$ cat src/design/dist_pkg.sv
package dist_pkg;

  localparam int CAPACITY_DEF = 64;
  localparam int COORD_BITS_DEF = 48;

  typedef enum logic [2:0] {
    OP_ADD    = 3'd0,
    OP_REMOVE = 3'd1,
    OP_FIND   = 3'd2,
    OP_SAME   = 3'd3,
    OP_MEX    = 3'd4
  } opcode_t;

  typedef enum logic [1:0] {
    ST_DONE  = 2'd0,
    ST_FULL  = 2'd1,
    ST_EMPTY = 2'd2
  } status_t;

  typedef enum logic [2:0] {
    S_IDLE,
    S_SCAN,
    S_DECIDE,
    S_CP_RD,
    S_CP_WR,
    S_WR_NEW,
    S_FIN
  } state_t;

  localparam logic REG_MERGE = 1'b0;

endpackage

$ cat src/design/dist_ctrl.sv
module dist_ctrl #(
  parameter int CAPACITY = dist_pkg::CAPACITY_DEF,
  parameter int COORD_BITS = dist_pkg::COORD_BITS_DEF,
  localparam int IW = (CAPACITY > 1) ? $clog2(CAPACITY) : 1,
  localparam int CW = $clog2(CAPACITY + 1)
) (
  input  logic                  clk,
  input  logic                  rst,
  input  logic                  join_touch,
  input  logic                  in_valid,
  output logic                  in_stall,
  input  logic [2:0]            opcode,
  input  logic [COORD_BITS-1:0] first_coord,
  input  logic [COORD_BITS-1:0] second_coord,
  output logic                  out_valid,
  input  logic                  out_stall,
  output logic [1:0]            status,
  output logic                  hit,
  output logic [COORD_BITS-1:0] found_start,
  output logic [COORD_BITS-1:0] found_end,
  output logic [COORD_BITS-1:0] mex_value,
  output logic [IW-1:0]         rd_addr,
  input  logic [COORD_BITS-1:0] rd_start,
  input  logic [COORD_BITS-1:0] rd_end,
  output logic                  wr_en,
  output logic [IW-1:0]         wr_addr,
  output logic [COORD_BITS-1:0] wr_start,
  output logic [COORD_BITS-1:0] wr_end
);

  localparam int XW = COORD_BITS + 1;
  localparam int DW = CW + 1;

  dist_pkg::state_t state, state_next;

  logic [2:0]            op;
  logic [COORD_BITS-1:0] a, b, p;
  logic                  m;
  logic [CW-1:0]         count, new_count;
  logic [CW-1:0]         ra;
  logic                  rv;
  logic [CW-1:0]         ridx;
  logic                  lo_found;
  logic [CW-1:0]         lo, hi;
  logic [COORD_BITS-1:0] lo_start, hi_end;
  logic [1:0]            n;
  logic [COORD_BITS-1:0] ns0, ne0, ns1, ne1;
  logic [CW-1:0]         src, dst, rem;
  logic                  desc;
  logic                  wk;
  logic [1:0]            res_status;
  logic                  res_hit;
  logic [COORD_BITS-1:0] res_fs, res_fe, res_mx;
  logic                  out_free;
  logic                  is_update, empty_range, scan_done;

  logic                  d_mod, d_full, d_skip;
  logic [1:0]            d_n;
  logic [CW-1:0]         d_hi;
  logic [COORD_BITS-1:0] d_ns0, d_ne0, d_ns1, d_ne1, d_tl, d_tr;
  logic [DW-1:0]         d_total;
  logic [CW-1:0]         d_dst0, d_tail;
  logic                  d_hitp;

  assign out_free    = !out_valid || !out_stall;
  assign is_update   = (opcode == dist_pkg::OP_ADD) || (opcode == dist_pkg::OP_REMOVE);
  assign empty_range = first_coord >= second_coord;
  assign scan_done   = (ra == count) && !rv;
  assign p           = (op == dist_pkg::OP_MEX) ? '0 : a;

  always_comb begin
    d_hitp = lo_found && (hi_end > p);
    d_hi   = hi;
    d_ns0  = a;
    d_ne0  = b;
    d_ns1  = b;
    d_ne1  = b;
    d_tl   = a;
    d_tr   = b;
    d_n    = 2'd0;
    d_mod  = 1'b0;
    d_skip = 1'b0;
    if (op == dist_pkg::OP_ADD) begin
      if (hi < lo) begin
        d_hi = lo;
      end
      d_n = 2'd1;
      if (lo < d_hi) begin
        if (lo_start < a) begin
          d_ns0 = lo_start;
        end
        if (hi_end > b) begin
          d_ne0 = hi_end;
        end
      end
    end else begin
      d_skip = hi <= lo;
      d_tl = (lo_start < a) ? lo_start : a;
      d_tr = (hi_end > b) ? hi_end : b;
      if (d_tl < a) begin
        d_ns0 = d_tl;
        d_ne0 = a;
        d_ns1 = b;
        d_ne1 = d_tr;
        d_n = (b < d_tr) ? 2'd2 : 2'd1;
      end else if (b < d_tr) begin
        d_ns0 = b;
        d_ne0 = d_tr;
        d_n = 2'd1;
      end
    end
    d_total = DW'(count) - DW'(d_hi) + DW'(lo) + DW'(d_n);
    d_full  = d_total > DW'(CAPACITY);
    d_tail  = count - d_hi;
    d_dst0  = lo + CW'(d_n);
    d_mod   = !d_skip && !d_full;
  end

  always_comb begin
    state_next = state;
    unique case (state)
      dist_pkg::S_IDLE: begin
        if (in_valid) begin
          if (is_update && empty_range) begin
            state_next = dist_pkg::S_FIN;
          end else if (opcode <= dist_pkg::OP_MEX) begin
            state_next = dist_pkg::S_SCAN;
          end else begin
            state_next = dist_pkg::S_FIN;
          end
        end
      end
      dist_pkg::S_SCAN: begin
        if (scan_done) begin
          state_next = dist_pkg::S_DECIDE;
        end
      end
      dist_pkg::S_DECIDE: begin
        if ((op == dist_pkg::OP_ADD || op == dist_pkg::OP_REMOVE) && d_mod) begin
          if (d_tail != '0 && d_dst0 != d_hi) begin
            state_next = dist_pkg::S_CP_RD;
          end else begin
            state_next = dist_pkg::S_WR_NEW;
          end
        end else begin
          state_next = dist_pkg::S_FIN;
        end
      end
      dist_pkg::S_CP_RD: state_next = dist_pkg::S_CP_WR;
      dist_pkg::S_CP_WR: begin
        state_next = (rem == CW'(1)) ? dist_pkg::S_WR_NEW : dist_pkg::S_CP_RD;
      end
      dist_pkg::S_WR_NEW: begin
        if ({1'b0, wk} + 2'd1 >= n) begin
          state_next = dist_pkg::S_FIN;
        end
      end
      dist_pkg::S_FIN: begin
        if (out_free) begin
          state_next = dist_pkg::S_IDLE;
        end
      end
      default: state_next = dist_pkg::S_IDLE;
    endcase
  end

  always_comb begin
    in_stall = 1'b1;
    rd_addr  = src[IW-1:0];
    wr_en    = 1'b0;
    wr_addr  = dst[IW-1:0];
    wr_start = rd_start;
    wr_end   = rd_end;
    unique case (state)
      dist_pkg::S_IDLE: in_stall = 1'b0;
      dist_pkg::S_SCAN: rd_addr = ra[IW-1:0];
      dist_pkg::S_CP_WR: wr_en = 1'b1;
      dist_pkg::S_WR_NEW: begin
        wr_en    = {1'b0, wk} < n;
        wr_addr  = IW'(lo + CW'(wk));
        wr_start = wk ? ns1 : ns0;
        wr_end   = wk ? ne1 : ne0;
      end
      default: begin
      end
    endcase
  end

  always_ff @(posedge clk) begin
    if (rst) begin
      state     <= dist_pkg::S_IDLE;
      count     <= '0;
      out_valid <= 1'b0;
      rv        <= 1'b0;
    end else begin
      state <= state_next;
      if (state == dist_pkg::S_FIN && out_free) begin
        out_valid <= 1'b1;
      end else if (out_valid && !out_stall) begin
        out_valid <= 1'b0;
      end
      unique case (state)
        dist_pkg::S_IDLE: begin
          if (in_valid) begin
            op         <= opcode;
            a          <= first_coord;
            b          <= second_coord;
            m          <= join_touch;
            ra         <= '0;
            rv         <= 1'b0;
            lo_found   <= 1'b0;
            lo         <= count;
            hi         <= '0;
            res_hit    <= 1'b0;
            res_fs     <= '0;
            res_fe     <= '0;
            res_mx     <= '0;
            res_status <= (is_update && empty_range) ? dist_pkg::ST_EMPTY
                                                     : dist_pkg::ST_DONE;
          end
        end
        dist_pkg::S_SCAN: begin
          if (ra != count) begin
            ra   <= ra + CW'(1);
            rv   <= 1'b1;
            ridx <= ra;
          end else begin
            rv <= 1'b0;
          end
          if (rv) begin
            if (op == dist_pkg::OP_ADD || op == dist_pkg::OP_REMOVE) begin
              if (!lo_found && ({1'b0, rd_end} + XW'(op == dist_pkg::OP_ADD && m)
                                > {1'b0, a})) begin
                lo_found <= 1'b1;
                lo       <= ridx;
                lo_start <= rd_start;
              end
              if ({1'b0, rd_start} < {1'b0, b} + XW'(op == dist_pkg::OP_ADD && m)) begin
                hi     <= ridx + CW'(1);
                hi_end <= rd_end;
              end
            end else if (rd_start <= p) begin
              lo_found <= 1'b1;
              lo_start <= rd_start;
              hi_end   <= rd_end;
            end
          end
        end
        dist_pkg::S_DECIDE: begin
          case (op)
            dist_pkg::OP_FIND: begin
              res_hit <= d_hitp;
              res_fs  <= d_hitp ? lo_start : '0;
              res_fe  <= d_hitp ? hi_end : '0;
            end
            dist_pkg::OP_SAME: begin
              res_hit <= d_hitp && (lo_start <= b) && (b < hi_end);
            end
            dist_pkg::OP_MEX: begin
              res_mx <= d_hitp ? hi_end : '0;
            end
            default: begin
              if (!d_skip && d_full) begin
                res_status <= dist_pkg::ST_FULL;
              end
            end
          endcase
          n         <= d_n;
          ns0       <= d_ns0;
          ne0       <= d_ne0;
          ns1       <= d_ns1;
          ne1       <= d_ne1;
          wk        <= 1'b0;
          rem       <= d_tail;
          new_count <= d_total[CW-1:0];
          desc      <= d_dst0 > d_hi;
          if (d_dst0 > d_hi) begin
            src <= count - CW'(1);
            dst <= d_total[CW-1:0] - CW'(1);
          end else begin
            src <= d_hi;
            dst <= d_dst0;
          end
        end
        dist_pkg::S_CP_WR: begin
          rem <= rem - CW'(1);
          if (desc) begin
            src <= src - CW'(1);
            dst <= dst - CW'(1);
          end else begin
            src <= src + CW'(1);
            dst <= dst + CW'(1);
          end
        end
        dist_pkg::S_WR_NEW: begin
          wk <= 1'b1;
          if ({1'b0, wk} + 2'd1 >= n) begin
            count <= new_count;
          end
        end
        dist_pkg::S_FIN: begin
          if (out_free) begin
            status      <= res_status;
            hit         <= res_hit;
            found_start <= res_fs;
            found_end   <= res_fe;
            mex_value   <= res_mx;
          end
        end
        default: begin
        end
      endcase
    end
  end

endmodule

$ cat config.mk
export PLATFORM = sky130hd
export DESIGN_NAME = dist_ctrl
export DESIGN_NICKNAME = d
export VERILOG_FILES = /design/src/design/dist_pkg.sv /design/src/design/dist_ctrl.sv
export SDC_FILE = /design/constraint.sdc
export NUM_CORES = 2
export LEC_CHECK = 0
export BUFFER_PORTS_ARGS = -buffer_cell sky130_fd_sc_hd__clkbuf_2
export CAP_MARGIN = 30
export CORE_UTILIZATION = 35
export DETAILED_ROUTE_END_ITERATION = 6
export HOLD_SLACK_MARGIN = 0.12
export PLACE_DENSITY = 0.5
export REMOVE_ABC_BUFFERS = 1
export SYNTH_ARGS = -nofsm -noshare
export SYNTH_HDL_FRONTEND = slang
export SYNTH_SLANG_ARGS = --single-unit
$ cat constraint.sdc
create_clock -name clk -period 23.2 [get_ports clk]
set_clock_uncertainty 0.2 [all_clocks]
set_input_delay 4.64 -clock clk [delete_from_list [all_inputs] [get_ports clk]]
set_output_delay 4.64 -clock clk [all_outputs]
set_load 0.1 [all_outputs]
== Yosys cells after proc, flatten, opt, wreduce, memory -nomap -nowiden ==
Index checks and enable logic that the tools add are counted.
Word-level totals
  bits of input ports: 200
  register bits: 755
Cells by class
  add/subtract/negate cells: 18
  equal/unequal tests: 33
  $lt $le $gt $ge: 19
  reduce and logical (&&, ||, !) cells: 52
  bitwise logic cells: 1
  muxes and demuxes: 91
Operators by type and width (count)
  $mux 48: 29
  $pmux 48 s2: 3
  $lt 48x48->1: 4
  $mux 7: 16
  $add 48x1->49: 2
  $gt 48x48->1: 2
  $le 48x48->1: 2
  $pmux 7 s2: 6
  $gt 49x48->1: 1
  $lt 48x49->1: 1
  $ge 48x48->1: 1
  $sub 7x1->7 const B: 5
  $add 7x1->7 const B: 4
  $mux 3: 9
  $ne 2x2->1 const B: 12
  $pmux 3 s7: 1
  $reduce_and 4->1: 5
  $reduce_and 6->1: 3
  $reduce_and 5->1: 3
  $lt 7x7->1: 2
  $mux 2: 7
  $ne 7x7->1: 2
  $logic_and 1x1->1: 13
  $eq 3x2->1 const B: 4
  33 further kinds: 77

== Logic depth before layout (Yosys ltp) ==
  word-level depth: 13
  gate-level depth with buffers: 39
  mapped depth without buffers: 35

== Worst setup path after synthesis ==
OpenSTA, ideal clock, no wires.
  kind: input -> register
  start point: input rst
  end point: register found_end[0] (enable)
  arrival time: 15539 ps
  path slack: 6598 ps
  path buffers: 1
  stages: 2
  cell sequence: clkbuf_1 nor3b_1
Between the ends
  longest elaborated chain between the ends: 2
Ends and longest elaborated chain
  from (decl): line dist_ctrl.sv:8  | input logic rst,
  $not 1->1 (no line)
  $reduce_and 3->1 (no line)
  to (signal assigned): line dist_ctrl.sv:306  | found_end <= res_fe;
  to (decl): line dist_ctrl.sv:20  | output logic [COORD_BITS-1:0] found_end,
No other way between the ends.
A chain may end at the register's enable or synchronous reset.

== Worst setup path after layout ==
  start point: register b[9]
  end point: register state[1]
Between the ends
  longest elaborated chain between the ends: 13
  elaborated cells on any way between the ends: 18
  classes of those cells: 2 x add/sub; 3 x order compare; 1 x eq/ne; 8 x mux; 4 x reduce/logical
Ends and longest elaborated chain
  from (decl): line dist_ctrl.sv:37  | logic [COORD_BITS-1:0] a, b, p;
  from (signal assigned): line dist_ctrl.sv:207  | b <= second_coord;
  $gt 48x48->1: line dist_ctrl.sv:99  | d_tr = (hi_end > b) ? hi_end : b;
  $mux 48: line dist_ctrl.sv:99
  $lt 48x48->1 *: line dist_ctrl.sv:105  | d_n = (b < d_tr) ? 2'd2 : 2'd1;
  $mux 2 *: line dist_ctrl.sv:105
  $mux 2 *: line dist_ctrl.sv:100  | if (d_tl < a) begin
  $mux 2 *: line dist_ctrl.sv:83  | if (op == dist_pkg::OP_ADD) begin
  via d_n[1]: line dist_ctrl.sv:58  | logic [1:0] d_n;
  $add 8x2->8 *: line dist_ctrl.sv:112  | d_total = DW'(count) - DW'(d_hi) + DW'(lo) + DW'(d_n);
  via d_total[5]: line dist_ctrl.sv:61  | logic [DW-1:0] d_total;
  $gt 8x7->1 *: line dist_ctrl.sv:113  | d_full = d_total > DW'(CAPACITY);
  $logic_not 1->1 *: line dist_ctrl.sv:116  | d_mod = !d_skip && !d_full;
  $logic_and 1x1->1 *: line dist_ctrl.sv:116
  $logic_and 1x1->1 *: line dist_ctrl.sv:139  | if ((op == dist_pkg::OP_ADD || op == dist_pkg::OP_REMOVE) && d_mod) begin
  $mux 3 *: line dist_ctrl.sv:139
  $pmux 3 s7 *: line dist_ctrl.sv:121  | unique case (state)
  to (signal assigned): line dist_ctrl.sv:191  | state <= dist_pkg::S_IDLE;
  to (signal assigned): line dist_ctrl.sv:196  | state <= state_next;
  to (decl): line dist_ctrl.sv:34  | dist_pkg::state_t state, state_next;
Mark *: on every way through the listed nets, which the timed path passes. The rest lies on a longest branch.

==> flow_results.xml <==
<?xml version="1.0" encoding="UTF-8"?>
<metrics>
  <group name="status">
    <metric name="run_status" unit="">completed</metric>
  </group>
  <group name="logic_synthesis">
    <metric name="synth_enable_flop_cells" unit="">741</metric>
    <metric name="synthCells" unit="">4201</metric>
    <metric name="asr_flop_ratio_synth" unit="%">0</metric>
    <metric name="synth.yosys.warnings" unit="">0</metric>
    <metric name="synthSimpleGateAreaFrac" unit="%">12.4</metric>
    <metric name="synth_compound_gate_area_share" unit="%">13.7</metric>
    <metric name="post_synth_most_frequent_cells" unit="">sky130_fd_sc_hd__edfxtp_1, sky130_fd_sc_hd__ha_1, sky130_fd_sc_hd__nor2_1, sky130_fd_sc_hd__nand2_1, sky130_fd_sc_hd__o21ai_0</metric>
    <metric name="synth_top_family_by_area" unit="">adder cells</metric>
    <metric name="synth_area_leader_cell" unit="">sky130_fd_sc_hd__edfxtp_1</metric>
    <metric name="leading_cell_type_by_number_of_instances_after_synthesis" unit="">sky130_fd_sc_hd__edfxtp_1</metric>
    <metric name="area_share_of_the_largest_cell_type_after_synthesis" unit="%">48.8</metric>
    <metric name="syn_area" unit="sq um">45600</metric>
    <metric name="yosys-mux-area-fraction" unit="%">2.75</metric>
    <metric name="yosys.area_share.adder" unit="%">15.4</metric>
    <metric name="synth.distinct_cells" unit="">74</metric>
    <metric name="synth_seq_cells" unit="">753</metric>
    <metric name="ys.flop_type" unit="">sky130_fd_sc_hd__edfxtp_1</metric>
    <metric name="post_synthesis_share_of_cell_area_spent_on_xor_and_xnor_gates" unit="%">2.88</metric>
    <metric name="netlist_top_cells_area" unit="">sky130_fd_sc_hd__edfxtp_1, sky130_fd_sc_hd__ha_1, sky130_fd_sc_hd__nor2_1</metric>
    <metric name="synth.avg_cell_area" unit="sq um">10.9</metric>
    <metric name="ys_seq_area_share" unit="%">49.3</metric>
  </group>
  <group name="floorplanning">
    <metric name="fp-row-count" unit="">132</metric>
    <metric name="core_region_area" unit="sq um">129000</metric>
    <metric name="design.portCount" unit="">458</metric>
    <metric name="die-area" unit="sq um">132000</metric>
    <metric name="die_height" unit="um">363</metric>
    <metric name="die_w" unit="um">363</metric>
    <metric name="start_util" unit="%">35.3</metric>
  </group>
  <group name="power">
    <metric name="total_switching_power" unit="uW">2750</metric>
    <metric name="pwr-share-seq" unit="%">32.4</metric>
    <metric name="worst_ir_drop_vdd" unit="mV">0.126</metric>
    <metric name="leakage" unit="uW">0.0223</metric>
    <metric name="power_frac_clock" unit="%">23.3</metric>
    <metric name="comb_power_share" unit="%">44.3</metric>
    <metric name="power.density_cell_area" unit="nW/um^2">118</metric>
    <metric name="p_int" unit="uW">3510</metric>
    <metric name="net_switching_share_of_the_total_power" unit="%">43.9</metric>
    <metric name="total_power" unit="uW">6260</metric>
  </group>
  <group name="cells_and_area">
    <metric name="num-nets-final" unit="">5401</metric>
    <metric name="layout-area-overhead-vs-synth" unit="%">16.4</metric>
    <metric name="fillerInstances" unit="">12600</metric>
    <metric name="drive_above_1_share" unit="%">14.7</metric>
  </group>
  <group name="detailed_routing">
    <metric name="first_iter_violations" unit="">3561</metric>
    <metric name="drcViolationCount" unit="">0</metric>
    <metric name="route.detailed.wl_per_inst" unit="um">26.2</metric>
    <metric name="antenna_violation_net_count_after_detailed_routing" unit="">0</metric>
    <metric name="finalWirelength" unit="um">169000</metric>
    <metric name="routed_via_density" unit="">5.43</metric>
    <metric name="detailedRoute.firstPassIterationCount" unit="">5</metric>
    <metric name="vias" unit="">35100</metric>
  </group>
  <group name="global_route">
    <metric name="pin_count_of_the_biggest_net_entering_global_routing" unit="">101</metric>
    <metric name="grt_first_pass_wirelength" unit="um">239000</metric>
    <metric name="globalRouteTotalUtil" unit="%">25.2</metric>
    <metric name="grt_pass1_vias" unit="">33400</metric>
    <metric name="grt_antenna_before_repair" unit="">18</metric>
    <metric name="globalRoute.totalOverflow" unit="">0</metric>
  </group>
  <group name="clock_tree">
    <metric name="clkTransAtPathRegs" unit="ns">0.06</metric>
    <metric name="cts_max_path_buffers" unit="">3</metric>
    <metric name="clk_root_buffer_cell" unit="">sky130_fd_sc_hd__clkbuf_16</metric>
    <metric name="tritoncts" unit="">yes</metric>
    <metric name="htree_num_levels" unit="">3</metric>
    <metric name="clk-insertion-delay-late" unit="ns">0.75</metric>
    <metric name="post-cts-setup-buffer-count" unit="">0</metric>
    <metric name="post_cts_resized" unit="">0</metric>
    <metric name="numClockSinks" unit="">753</metric>
    <metric name="cts-hold-fix-buffers" unit="">0</metric>
    <metric name="cts-buffers-inserted" unit="">88</metric>
  </group>
  <group name="sta">
    <metric name="timing.setup.tns" unit="ns">0</metric>
    <metric name="timing.hold.ws" unit="ns">0.204</metric>
    <metric name="post-route-period-util" unit="%">46.7</metric>
    <metric name="worstMarginPinSlew" unit="ns">1.07</metric>
    <metric name="worst_setup_slack_final" unit="ns">12.37</metric>
    <metric name="endpoints_failing_setup" unit="">0</metric>
    <metric name="timing.slew.headroom" unit="%">27.8</metric>
    <metric name="finalHoldViolCount" unit="">0</metric>
    <metric name="grt_setup_unrepaired" unit="">no</metric>
    <metric name="max_clock_freq" unit="GHz">0.0923</metric>
    <metric name="slew_violations" unit="">0</metric>
    <metric name="timing.final.crit_period" unit="ns">10.83</metric>
  </group>
  <group name="worst_setup_path">
    <metric name="endpoint_kind" unit="">flip-flop</metric>
    <metric name="critical_path_class" unit="">reg2reg</metric>
    <metric name="cp-start-kind" unit="">flip-flop</metric>
    <metric name="timing.critical_path.slowest_stage_cell" unit="">sky130_fd_sc_hd__o21ai_4</metric>
    <metric name="critical_path.max_fanout" unit="">60</metric>
    <metric name="timing.critical_path.slowest_cell_delay" unit="ns">0.80</metric>
    <metric name="critical_path_arrival" unit="ns">11.23</metric>
    <metric name="critical_path_required" unit="ns">23.61</metric>
  </group>
  <group name="place">
    <metric name="dp.final_hpwl" unit="um">130000</metric>
    <metric name="placement_setup_slack" unit="ns">12.54</metric>
    <metric name="finalWeightedCongestion" unit="">0.942</metric>
    <metric name="placement.io_buffers" unit="">457</metric>
  </group>
  <group name="flow_run">
    <metric name="timing.max_cap.violations" unit="">0</metric>
  </group>
  <group name="hold_path">
    <metric name="hold_path_class" unit="">reg2reg</metric>
  </group>
</metrics>
worst max-delay path: cells and delay by family (launching register included):
kind | cells | cell delay [ns]
buffers and inverters | 3 | 0.98
AND/OR/NAND/NOR | 11 | 3.31
AO/OA/AOI/OAI | 11 | 3.38
flip-flops | 1 | 0.52
XOR/XNOR | 1 | 0.12
adder cells (fa/ha/maj) | 6 | 2.10
placed cells by master (no fill, tap or decap), types with 12 or more instances in the layout:
| cell | synthesis | layout |
|---|---|---|
| sky130_fd_sc_hd__xor2_1 | 35 | 35 |
| sky130_fd_sc_hd__nand2b_1 | 14 | 14 |
| sky130_fd_sc_hd__a21o_1 | 143 | 142 |
| sky130_fd_sc_hd__and2_1 | 104 | 104 |
| sky130_fd_sc_hd__fa_1 | 13 | 13 |
| sky130_fd_sc_hd__mux2i_1 | 124 | 124 |
| sky130_fd_sc_hd__clkbuf_1 | 147 | 16 |
| sky130_fd_sc_hd__edfxtp_1 | 741 | 741 |
| sky130_fd_sc_hd__o32ai_1 | 47 | 47 |
| sky130_fd_sc_hd__ha_1 | 540 | 540 |
| sky130_fd_sc_hd__clkinv_1 | 1 | 14 |
| sky130_fd_sc_hd__dfxtp_1 | 12 | 12 |
| sky130_fd_sc_hd__nor3_1 | 45 | 42 |
| sky130_fd_sc_hd__a21oi_1 | 257 | 255 |
| sky130_fd_sc_hd__clkbuf_16 | 0 | 89 |
| sky130_fd_sc_hd__nand3_1 | 76 | 76 |
| sky130_fd_sc_hd__o211ai_1 | 13 | 13 |
| sky130_fd_sc_hd__nor2_1 | 401 | 399 |
| sky130_fd_sc_hd__nor4_1 | 28 | 27 |
| sky130_fd_sc_hd__nand4_1 | 114 | 114 |
| sky130_fd_sc_hd__a221o_1 | 48 | 48 |
| sky130_fd_sc_hd__and3_1 | 24 | 24 |
| sky130_fd_sc_hd__inv_1 | 249 | 249 |
| sky130_fd_sc_hd__nor2b_1 | 25 | 25 |
| sky130_fd_sc_hd__o21ai_0 | 293 | 293 |
| sky130_fd_sc_hd__nand2_1 | 348 | 345 |
| sky130_fd_sc_hd__clkbuf_2 | 0 | 457 |
| sky130_fd_sc_hd__xnor2_1 | 115 | 115 |
| sky130_fd_sc_hd__o21a_1 | 40 | 40 |
| sky130_fd_sc_hd__buf_4 | 2 | 58 |
| sky130_fd_sc_hd__a211oi_1 | 64 | 62 |
metal layers:
layer	GRT usage, %	part of all wire [%]	vias up
met5	0	0.045	-
met2	39.7	45	1296
met4	7.65	2.7	12
met1	35.0	45	17100
met3	4.79	7.1	190
li1	-	-	16500
power groups by stage:
| stage | Combinational [uW] | Sequential (uW) | Clock [uW] |
|---|---|---|---|
| 5_1_grt | 3000 | 2050 | 1530 |
| 6_report | 2770 | 2030 | 1450 |
| 3_3_place_gp | 2740 | 2050 | 0 |
| 4_1_cts | 2760 | 2020 | 1480 |
| 3_5_place_dp | 2750 | 2050 | 0 |
| 2_1_floorplan | 1830 | 2100 | 0 |
per-stage QoR:
step	instance area, sq um	instances	utilization [%]
final	53100	6464	41.0
after global routing	53100	6463	41.0
after CTS	53000	6460	41.0
after detailed placement	50100	6299	38.7
after global placement	50000	6293	38.7
after floorplan	44900	4035	-
final timing paths:
kind | startpoint | endpoint | slack, ns | cells after the start
worst max-delay path | b[9]$_DFFE_PP_ | state[1]$_SDFFE_PP0P_ | 12.37 | 32
worst min-delay path | res_mx[39]$_DFFE_PP_ | mex_value[39]$_DFFE_PP_ | 0.20 | 0
worst max register to register | b[9]$_DFFE_PP_ | state[1]$_SDFFE_PP0P_ | 12.37 | 32
worst min register to register | res_mx[39]$_DFFE_PP_ | mex_value[39]$_DFFE_PP_ | 0.20 | 0
cell type report:
cell class | count | area, sq um | area share, %
clock buffers | 106 | 2300 | 4.34
repair buffers | 523 | 2810 | 5.29
diodes | 3 | 7.51 | 0.0141
inverters | 251 | 942 | 1.78
clock inverters | 55 | 683 | 1.29
flip-flops and latches | 753 | 22500 | 42.4
well taps | 1742 | 2180 | 4.11
multi-input cells | 3031 | 21700 | 40.8
kinds of logic after synthesis:
group	count (synthesis)
DFF	753
muxes	125
adders and majority gates	553
xor gates and xnor gates	150
buffers and inverters	417
AOI/OAI and AO/OA	982
and+or+nand+nor	1221
Power figures use the tool's default switching activity.
